File: config.mk
export PLATFORM = sky130hd
export DESIGN_NAME = note_voice_gate_with_retrigger
export DESIGN_NICKNAME = d
export VERILOG_FILES = /design/src/rtl/core/nvg_pkg.sv /design/src/rtl/core/note_voice_gate_with_retrigger.sv
export SDC_FILE = /design/constraint.sdc
export NUM_CORES = 1
export LEC_CHECK = 0
export BUFFER_PORTS_ARGS = -buffer_cell sky130_fd_sc_hd__buf_4
export CAP_MARGIN = 5
export CORE_MARGIN = 2
export CORE_UTILIZATION = 58
export CTS_CLUSTER_SIZE = 16
export DETAILED_ROUTE_END_ITERATION = 12
export PLACE_DENSITY = 0.86
export SETUP_SLACK_MARGIN = 0.15
export SYNTH_ARGS = -nofsm -noshare
export SYNTH_HDL_FRONTEND = slang
export SYNTH_SLANG_ARGS = --single-unit
File: constraint.sdc
create_clock -name clk -period 9.3 [get_ports clk]
set_input_delay 0.93 -clock clk [delete_from_list [all_inputs] [get_ports clk]]
set_output_delay 0.93 -clock clk [all_outputs]
set_load 0.01 [all_outputs]
File: src/rtl/core/nvg_pkg.sv
// ----------------------------------------------------------------------------
// nvg_pkg
// Request and voice-state codes, stream field layout and config register
// indexes for the note voice gate.
// ----------------------------------------------------------------------------
package nvg_pkg;

	typedef enum logic [1:0] {
		REQ_PLAY   = 2'd0,
		REQ_TIME   = 2'd1,
		REQ_SAMPLE = 2'd2,
		REQ_RESET  = 2'd3
	} req_t;

	typedef enum logic [2:0] {
		MODE_IDLE   = 3'b001,
		MODE_PLAY   = 3'b010,
		MODE_RETRIG = 3'b100
	} mode_t;

	localparam logic [1:0] VS_IDLE   = 2'd0;
	localparam logic [1:0] VS_PLAY   = 2'd1;
	localparam logic [1:0] VS_RETRIG = 2'd2;

	localparam int CFG_IDX_W  = 1;
	localparam int CFG_DATA_W = 16;
	localparam logic [CFG_IDX_W-1:0] CFG_RETRIG  = 1'd0;
	localparam logic [CFG_IDX_W-1:0] CFG_CHANNEL = 1'd1;

	localparam int PITCH_W   = 16;
	localparam int FTIME_W   = 32;
	localparam int SAMPLES_W = 16;
	localparam int CHAN_W    = 4;

	// Input tdata layout
	localparam int OFS_PITCH   = 0;
	localparam int OFS_START   = OFS_PITCH + PITCH_W;
	localparam int OFS_END     = OFS_START + FTIME_W;
	localparam int OFS_NOW     = OFS_END + FTIME_W;
	localparam int OFS_SAMPLES = OFS_NOW + FTIME_W;
	localparam int OFS_CLEAR   = OFS_SAMPLES + SAMPLES_W;
	localparam int IN_DATA_W   = 136;

	// Output tdata layout
	localparam int OFS_GATE    = 0;
	localparam int OFS_CV      = 1;
	localparam int OFS_VSTATE  = OFS_CV + PITCH_W;
	localparam int OFS_ENDED   = OFS_VSTATE + 2;
	localparam int OFS_SOUND   = OFS_ENDED + 1;
	localparam int OFS_CHAN    = OFS_SOUND + PITCH_W;
	localparam int OUT_DATA_W  = OFS_CHAN + CHAN_W;

endpackage

File: src/rtl/core/note_voice_gate_with_retrigger.sv
// ----------------------------------------------------------------------------
// note_voice_gate_with_retrigger
// One sequencer voice: gate and pitch CV with back-to-back note retrigger.
// ----------------------------------------------------------------------------
// Each request transaction yields exactly one result transaction. A request is
// captured in an input register; when the output register is free or drained,
// the voice state is updated and the result is loaded into the output register
// at the same edge, and one request is taken every clock while the result stream does not stall. The
// sustained rate is set by the voice state update; the output register only
// holds the input side when a result waits and the input register is full.
module note_voice_gate_with_retrigger #(
	parameter int TIME_BITS = 32,
	parameter int CV_BITS   = 16
) (
	input  logic                                  clk,
	input  logic                                  arst_n,
	// config write port
	input  logic                                  cfg_we,
	input  logic [nvg_pkg::CFG_IDX_W-1:0]         cfg_index,
	input  logic [nvg_pkg::CFG_DATA_W-1:0]        cfg_data,
	// request stream
	input  logic                                  s_axis_tvalid,
	output logic                                  s_axis_tready,
	// note_pitch, note_start, note_end, metric_now, sample_count, clear_gate
	input  logic [nvg_pkg::IN_DATA_W-1:0]         s_axis_tdata,
	// req_type
	input  logic [1:0]                            s_axis_tuser,
	// result stream
	output logic                                  m_axis_tvalid,
	input  logic                                  m_axis_tready,
	// gate_out, cv_out, voice_state, note_ended, sounding_pitch, out_channel
	output logic [nvg_pkg::OUT_DATA_W-1:0]        m_axis_tdata
);

	localparam int PW = ((CV_BITS > nvg_pkg::PITCH_W) ? CV_BITS : nvg_pkg::PITCH_W) + 1;
	localparam logic signed [PW-1:0] CV_MAX_W = PW'((1 <<< (CV_BITS - 1)) - 1);
	localparam logic signed [PW-1:0] CV_MIN_W = PW'(-(1 <<< (CV_BITS - 1)));
	localparam int TW = TIME_BITS + nvg_pkg::FTIME_W;

	// config registers
	logic [nvg_pkg::CFG_DATA_W-1:0] retrig_q;
	logic [nvg_pkg::CHAN_W-1:0]     channel_q;

	// input register
	logic                                s1_valid_q;
	nvg_pkg::req_t                       req_s1;
	logic signed [nvg_pkg::PITCH_W-1:0]  pitch_s1;
	logic [nvg_pkg::FTIME_W-1:0]         start_s1;
	logic [nvg_pkg::FTIME_W-1:0]         end_s1;
	logic [nvg_pkg::FTIME_W-1:0]         now_s1;
	logic [nvg_pkg::SAMPLES_W-1:0]       samples_s1;
	logic                                clear_s1;

	// voice state
	nvg_pkg::mode_t               mode_q, mode_d;
	logic [TIME_BITS-1:0]         off_time_q, off_time_d;
	logic                         off_valid_q, off_valid_d;
	logic [TIME_BITS-1:0]         last_off_q, last_off_d;
	logic                         last_valid_q, last_valid_d;
	logic signed [CV_BITS-1:0]    played_q, played_d;
	logic signed [CV_BITS-1:0]    held_pitch_q, held_pitch_d;
	logic [TIME_BITS-1:0]         held_end_q, held_end_d;
	logic [nvg_pkg::SAMPLES_W-1:0] countdown_q, countdown_d;
	logic                         gate_q, gate_d;
	logic signed [CV_BITS-1:0]    cv_q, cv_d;

	// result register
	logic                          out_valid_q;
	logic [nvg_pkg::OUT_DATA_W-1:0] out_data_q;

	logic                          advance;
	logic                          ended;
	logic [TW-1:0]                 start_ext, end_ext, now_ext;
	logic [TIME_BITS-1:0]          start_t, end_t, now_t;
	logic signed [PW-1:0]          pitch_ext, pitch_sat;
	logic signed [CV_BITS-1:0]     pitch_cv;
	logic signed [PW-1:0]          cv_ext, played_ext;
	logic [1:0]                    vstate;
	logic [nvg_pkg::OUT_DATA_W-1:0] out_data_d;

	assign advance       = s1_valid_q && (!out_valid_q || m_axis_tready);
	assign s_axis_tready = !s1_valid_q || advance;
	assign m_axis_tvalid = out_valid_q;
	assign m_axis_tdata  = out_data_q;

	always_ff @(posedge clk or negedge arst_n) begin
		if (!arst_n) begin
			retrig_q  <= nvg_pkg::CFG_DATA_W'(1);
			channel_q <= '0;
		end else if (cfg_we) begin
			unique case (cfg_index)
				nvg_pkg::CFG_RETRIG:  retrig_q  <= cfg_data;
				nvg_pkg::CFG_CHANNEL: channel_q <= cfg_data[nvg_pkg::CHAN_W-1:0];
				default: ;
			endcase
		end
	end

	always_ff @(posedge clk or negedge arst_n) begin
		if (!arst_n) begin
			s1_valid_q <= 1'b0;
		end else if (s_axis_tready) begin
			s1_valid_q <= s_axis_tvalid;
		end
	end

	always_ff @(posedge clk) begin
		if (s_axis_tvalid && s_axis_tready) begin
			req_s1     <= nvg_pkg::req_t'(s_axis_tuser);
			pitch_s1   <= s_axis_tdata[nvg_pkg::OFS_PITCH +: nvg_pkg::PITCH_W];
			start_s1   <= s_axis_tdata[nvg_pkg::OFS_START +: nvg_pkg::FTIME_W];
			end_s1     <= s_axis_tdata[nvg_pkg::OFS_END +: nvg_pkg::FTIME_W];
			now_s1     <= s_axis_tdata[nvg_pkg::OFS_NOW +: nvg_pkg::FTIME_W];
			samples_s1 <= s_axis_tdata[nvg_pkg::OFS_SAMPLES +: nvg_pkg::SAMPLES_W];
			clear_s1   <= s_axis_tdata[nvg_pkg::OFS_CLEAR];
		end
	end

	// fit request fields to the internal widths
	always_comb begin
		start_ext = {{TIME_BITS{1'b0}}, start_s1};
		end_ext   = {{TIME_BITS{1'b0}}, end_s1};
		now_ext   = {{TIME_BITS{1'b0}}, now_s1};
		start_t   = start_ext[TIME_BITS-1:0];
		end_t     = end_ext[TIME_BITS-1:0];
		now_t     = now_ext[TIME_BITS-1:0];
		pitch_ext = PW'(pitch_s1);
		if (pitch_ext > CV_MAX_W) begin
			pitch_sat = CV_MAX_W;
		end else if (pitch_ext < CV_MIN_W) begin
			pitch_sat = CV_MIN_W;
		end else begin
			pitch_sat = pitch_ext;
		end
		pitch_cv = pitch_sat[CV_BITS-1:0];
	end

	always_comb begin
		mode_d       = mode_q;
		off_time_d   = off_time_q;
		off_valid_d  = off_valid_q;
		last_off_d   = last_off_q;
		last_valid_d = last_valid_q;
		played_d     = played_q;
		held_pitch_d = held_pitch_q;
		held_end_d   = held_end_q;
		countdown_d  = countdown_q;
		gate_d       = gate_q;
		cv_d         = cv_q;
		ended        = 1'b0;
		unique case (req_s1)
			nvg_pkg::REQ_PLAY: begin
				if (last_valid_q && start_t == last_off_q) begin
					mode_d       = nvg_pkg::MODE_RETRIG;
					gate_d       = 1'b0;
					held_pitch_d = pitch_cv;
					held_end_d   = end_t;
					countdown_d  = (retrig_q == '0) ? nvg_pkg::SAMPLES_W'(1) : retrig_q;
				end else begin
					played_d    = pitch_cv;
					off_time_d  = end_t;
					off_valid_d = 1'b1;
					mode_d      = nvg_pkg::MODE_PLAY;
					cv_d        = pitch_cv;
					gate_d      = 1'b1;
				end
			end
			nvg_pkg::REQ_TIME: begin
				if (off_valid_q && off_time_q <= now_t) begin
					gate_d       = 1'b0;
					last_off_d   = off_time_q;
					last_valid_d = 1'b1;
					off_valid_d  = 1'b0;
					mode_d       = nvg_pkg::MODE_IDLE;
					ended        = 1'b1;
				end
			end
			nvg_pkg::REQ_SAMPLE: begin
				if (countdown_q != '0) begin
					if (samples_s1 >= countdown_q) begin
						countdown_d = '0;
						mode_d      = nvg_pkg::MODE_PLAY;
						cv_d        = held_pitch_q;
						played_d    = held_pitch_q;
						off_time_d  = held_end_q;
						off_valid_d = 1'b1;
						gate_d      = 1'b1;
					end else begin
						countdown_d = countdown_q - samples_s1;
					end
				end
			end
			nvg_pkg::REQ_RESET: begin
				off_valid_d  = 1'b0;
				played_d     = CV_MIN_W[CV_BITS-1:0];
				last_valid_d = 1'b0;
				mode_d       = nvg_pkg::MODE_IDLE;
				countdown_d  = '0;
				if (clear_s1) begin
					gate_d = 1'b0;
				end
			end
		endcase
	end

	always_comb begin
		unique case (mode_d)
			nvg_pkg::MODE_IDLE:   vstate = nvg_pkg::VS_IDLE;
			nvg_pkg::MODE_PLAY:   vstate = nvg_pkg::VS_PLAY;
			nvg_pkg::MODE_RETRIG: vstate = nvg_pkg::VS_RETRIG;
			default:              vstate = nvg_pkg::VS_IDLE;
		endcase
		cv_ext     = PW'(cv_d);
		played_ext = PW'(played_d);
		out_data_d = {channel_q, played_ext[nvg_pkg::PITCH_W-1:0], ended, vstate,
			cv_ext[nvg_pkg::PITCH_W-1:0], gate_d};
	end

	always_ff @(posedge clk or negedge arst_n) begin
		if (!arst_n) begin
			mode_q       <= nvg_pkg::MODE_IDLE;
			off_time_q   <= '0;
			off_valid_q  <= 1'b0;
			last_off_q   <= '0;
			last_valid_q <= 1'b0;
			played_q     <= CV_MIN_W[CV_BITS-1:0];
			held_pitch_q <= '0;
			held_end_q   <= '0;
			countdown_q  <= '0;
			gate_q       <= 1'b0;
			cv_q         <= '0;
		end else if (advance) begin
			mode_q       <= mode_d;
			off_time_q   <= off_time_d;
			off_valid_q  <= off_valid_d;
			last_off_q   <= last_off_d;
			last_valid_q <= last_valid_d;
			played_q     <= played_d;
			held_pitch_q <= held_pitch_d;
			held_end_q   <= held_end_d;
			countdown_q  <= countdown_d;
			gate_q       <= gate_d;
			cv_q         <= cv_d;
		end
	end

	always_ff @(posedge clk or negedge arst_n) begin
		if (!arst_n) begin
			out_valid_q <= 1'b0;
		end else if (advance) begin
			out_valid_q <= 1'b1;
		end else if (m_axis_tready) begin
			out_valid_q <= 1'b0;
		end
	end

	always_ff @(posedge clk) begin
		if (advance) begin
			out_data_q <= out_data_d;
		end
	end

	a_advance_loads: assert property (@(posedge clk) disable iff (!arst_n)
		advance |=> out_valid_q)
		else $error("processed request produced no result");

	a_retrig_counts: assert property (@(posedge clk) disable iff (!arst_n)
		mode_q == nvg_pkg::MODE_RETRIG |-> countdown_q != '0)
		else $error("retriggering with an empty countdown");

	a_reset_clears: assert property (@(posedge clk) disable iff (!arst_n)
		advance && req_s1 == nvg_pkg::REQ_RESET |=> countdown_q == '0 && !off_valid_q
			&& !last_valid_q)
		else $error("reset request left timing state");

	a_ended_gate_low: assert property (@(posedge clk) disable iff (!arst_n)
		out_valid_q && out_data_q[nvg_pkg::OFS_ENDED] |-> !out_data_q[nvg_pkg::OFS_GATE]
			&& out_data_q[nvg_pkg::OFS_VSTATE +: 2] == nvg_pkg::VS_IDLE)
		else $error("ended note with gate high or voice not idle");

endmodule
==> metrics.md <==
| Metric | Value |
|---|---|
| Clk root buf | `clkbuf_16` |
| Peak Freq | `0.2449 GHz` |
| Initial antenna violation count | `1` |
| Status | `finished clean` |
| Core ar. | `26880 um2` |
| CP max FO | `30` |
| Post-Synthesis Cells | `1284` |
| Max Cap Violations | `0` |
| Slew Limit Fails | `0` |
| Min Tclk post-route | `4083 ps` |
| Post-synthesis sequential area ratio | `62.18%` |
| Proportion of layout cells with a drive suffix above 1 | `25.84%` |
| Final Hold Violating Endpoints | `0` |
| Syn avg cell area | `12.33 um2` |
| DPL Wire Length | `24.59 mm` |
| Critical path class | `flop to flop` |
| DRC errors left | `0` |
| Worst Setup End Kind | `flop` |
| Worst Clk Skew | `12.78 ps` |
| Ports | `202` |
| Yosys warnings | `0` |
| Area growth from synthesis to layout | `19.36%` |
| Period utilisation layout | `43.90%` |
| Max VDD drop | `0.1734 mV` |
| Worst Tran Pin Value | `1024 ps` |
| Flip-flop and latch count after synthesis | `359` |
| Synth cell types | `69` |
| H-tree levels | `2` |
| Leakage | `8.152 nW` |
| Fin Hold WS | `452.1 ps` |
| Synthesized Nets | `1493` |
| Die W | `169.2 um` |
| Number of flops mapped to enable cells by yosys | `171` |
| Nets | `1688` |
| Resize count post-CTS | `0` |
| Total wire length | `37.39 mm` |
| Grt ovf | `0` |
| ANT nets after route | `0` |
| Wire per inst | `20.20 um` |
| Number of CTS-inserted buffers | `38` |
| Vias | `11100` |
| First-pass DRT Iterations | `5` |
| Synthesized area | `15830 um2` |
| Startpoint types | `flop` |
| Post-route setup TNS | `0 ps` |
| Clk_lat worst skew | `520 ps` |
| Input/output buffers | `194` |
| Power density over cell area | `247.5 nW/um2` |
| Via/cell ratio | `5.996` |
| Setup Buffers After CTS | `0` |
| Required @ worst endpoint | `9700 ps` |
| Fill count | `1820` |
| Async set-reset flop share out of synthesis | `52.37%` |
| Number of global-route vias before repair | `11500` |
| Slew HR | `31.48%` |
| Bufs on Longest Clock Path | `3` |
| TritonCTS clock tree | `done` |
| Critical Path AT | `4480 ps` |
| Clock Sinks | `359` |
| RSZ-0062 raised after global routing | `no` |
| Gr usage total | `26.49%` |
| Pin count of the biggest net entering global routing | `114` |
| Fin util | `70.30%` |
| Row Count | `60` |
| Hold Crit Class | `flop to flop` |
| Main synth FF type | `dfrtp_1` |
| Hold Buf Count CTS | `0` |
| Flop2flop setup slack | `5220 ps` |
| Initial Util | `58.90%` |
| Clk slew on worst S/H paths | `70 ps` |
| RD Place Congestion | `0.8293` |
| Setup-failing EPs final | `0` |
| First-iteration detailed-routing DRC count | `1038` |
| Overall die height | `169.2 um` |
| First-pass GRT wire length | `59.63 mm` |
| Die area | `28630 um2` |
## worst max-delay path: stages (launching register included)
cell,delay (ps)
dfrtp_1,450
xnor2_1,190
nand4_1,190
nor4_1,680
nand3_1,610
clkinv_1,390
nand3_2,540
buf_4,530
mux2_2,340
## final cells by class
| class | count | area, um2 | area share (%) |
|---|---|---|---|
| tap | 341 | 426.7 | 2.258 |
| sequential | 359 | 9843 | 52.10 |
| clock buffer | 45 | 998.5 | 5.284 |
| multi-input combinational | 814 | 5562 | 29.44 |
| clock inverter | 25 | 280.3 | 1.483 |
| inverter | 59 | 221.5 | 1.172 |
| timing repair buffer | 207 | 1560 | 8.258 |
| antenna | 1 | 2.502 | 0.01324 |
## where the power goes
group | internal, mW | total, mW | switching [mW]
clock network | 0.916 | 1.54 | 0.628
registers | 1.95 | 2.16 | 0.211
logic | 0.450 | 0.974 | 0.524
## synth_stat cells, types with 4 or more instances
cell type / number / area [um2]
inv_1: 58 / 217.7
nand2b_1: 12 / 75.07
xor2_1: 9 / 78.83
a22oi_1: 29 / 217.7
nand4_1: 21 / 131.4
o211ai_1: 7 / 52.55
and3_1: 6 / 37.54
a31oi_1: 37 / 231.5
a21oi_1: 58 / 290.3
o22ai_1: 4 / 25.02
buf_1: 6 / 22.52
clkbuf_1: 30 / 112.6
o21ai_0: 39 / 195.2
nand2_1: 162 / 608.1
a22o_1: 7 / 61.31
xnor2_1: 35 / 306.5
and2_1: 13 / 81.33
dfrtp_1: 185 / 4629
a21o_1: 7 / 52.55
and4_1: 4 / 35.03
nor3_1: 14 / 70.07
nor2b_1: 5 / 31.28
mux2_2: 95 / 1070
ha_1: 48 / 600.6
buf_2: 12 / 60.06
o21a_1: 5 / 37.54
mux2_1: 7 / 78.83
mux2i_1: 8 / 80.08
nor4_1: 13 / 81.33
a221o_1: 6 / 60.06
buf_4: 4 / 30.03
edfxtp_1: 171 / 5135
nand3_1: 29 / 145.1
nor2_1: 78 / 292.8
o21ai_1: 10 / 50.05
## metal layers
layer / up-vias / wire length, um / GRT usage (%) / share of wire, %
met5: - / 0 / 0 / 0
met4: 0 / 1283 / 9.848 / 3.4
met3: 93 / 2396 / 3.871 / 6.4
met2: 472 / 18830 / 45.24 / 50
met1: 5481 / 14890 / 34.78 / 40
li1: 5052 / - / - / -
## per-stage QoR
stage / total power [mW] / setup slack [ps] / cell area (um2) / cells
5_1_grt: 4.900 / 4927 / 18890 / 1851
3_3_place_gp: 3.081 / 5253 / 17610 / 1780
2_1_floorplan: 2.794 / 4635 / 15830 / 1284
4_1_cts: 4.690 / 5215 / 18890 / 1850
3_5_place_dp: 3.144 / 5244 / 17610 / 1780
6_report: 4.677 / 5217 / 18890 / 1851
## cell usage in the layout (no fill, tap or decap), drive strengths merged, types with 3 or more instances in the layout
| master | instances |
|---|---|
| xor2 | 9 |
| and4 | 4 |
| nor4 | 13 |
| a221o | 6 |
| o21ai | 49 |
| buf | 206 |
| inv | 61 |
| clkbuf | 46 |
| ha | 48 |
| mux2 | 102 |
| o22ai | 4 |
| nor2b | 5 |
| bufinv | 5 |
| o211ai | 7 |
| a21o | 7 |
| or2 | 3 |
| o21a | 5 |
| and2 | 13 |
| nor3 | 15 |
| edfxtp | 171 |
| a31oi | 38 |
| a21oi | 62 |
| mux2i | 8 |
| nor2 | 78 |
| xnor2 | 35 |
| dfstp | 3 |
| o221a | 3 |
| nand3b | 3 |
| clkinv | 16 |
| nand2b | 12 |
| a2111oi | 3 |
| a211oi | 4 |
| and3 | 6 |
| nand3 | 29 |
| a22o | 7 |
| dfrtp | 185 |
| nand4 | 21 |
| nand2 | 162 |
| a22oi | 29 |
## sequential cells by signal, indices dropped and copies added, names as in the netlist, 2 cells and up
signal and count:
held_end_q 32, last_off_q 32, off_time_q 32, played_q 16, channel_q 4, samples_s1 16, start_s1 32, mode_q 3
held_pitch_q 16, countdown_q 16, now_s1 32, cv_q 16, m_axis_tdata 40, retrig_q 16, pitch_s1 16, end_s1 32
req_s1 2
## path summary, 6_finish.rpt
kind                                start               end  cells after the start
setup / recovery           last_off_q[26]     held_end_q[5]                      8
hold / removal               channel_q[2]  m_axis_tdata[38]                      0
max in group asynchronous          arst_n     last_off_q[2]                      2
hold reg to reg              channel_q[2]  m_axis_tdata[38]                      0
setup reg to reg           last_off_q[26]     held_end_q[5]                      8
min in group asynchronous          arst_n    off_time_q[18]                      1
## cells by family (layout without fill, tap and decap cells)
| group | Yosys count | count (layout) | share of synthesized area (%) |
|---|---|---|---|
| other cells | 0 | 1 | 0 |
| compound gates | 242 | 242 | 10.28 |
| flops | 359 | 359 | 62.18 |
| xor+xnor | 44 | 44 | 2.434 |
| fa+ha+maj | 49 | 49 | 3.920 |
| buf+inv | 111 | 336 | 2.822 |
| simple gates | 369 | 369 | 10.61 |
| mux | 110 | 110 | 7.762 |
Power figures use the tool's default switching activity.
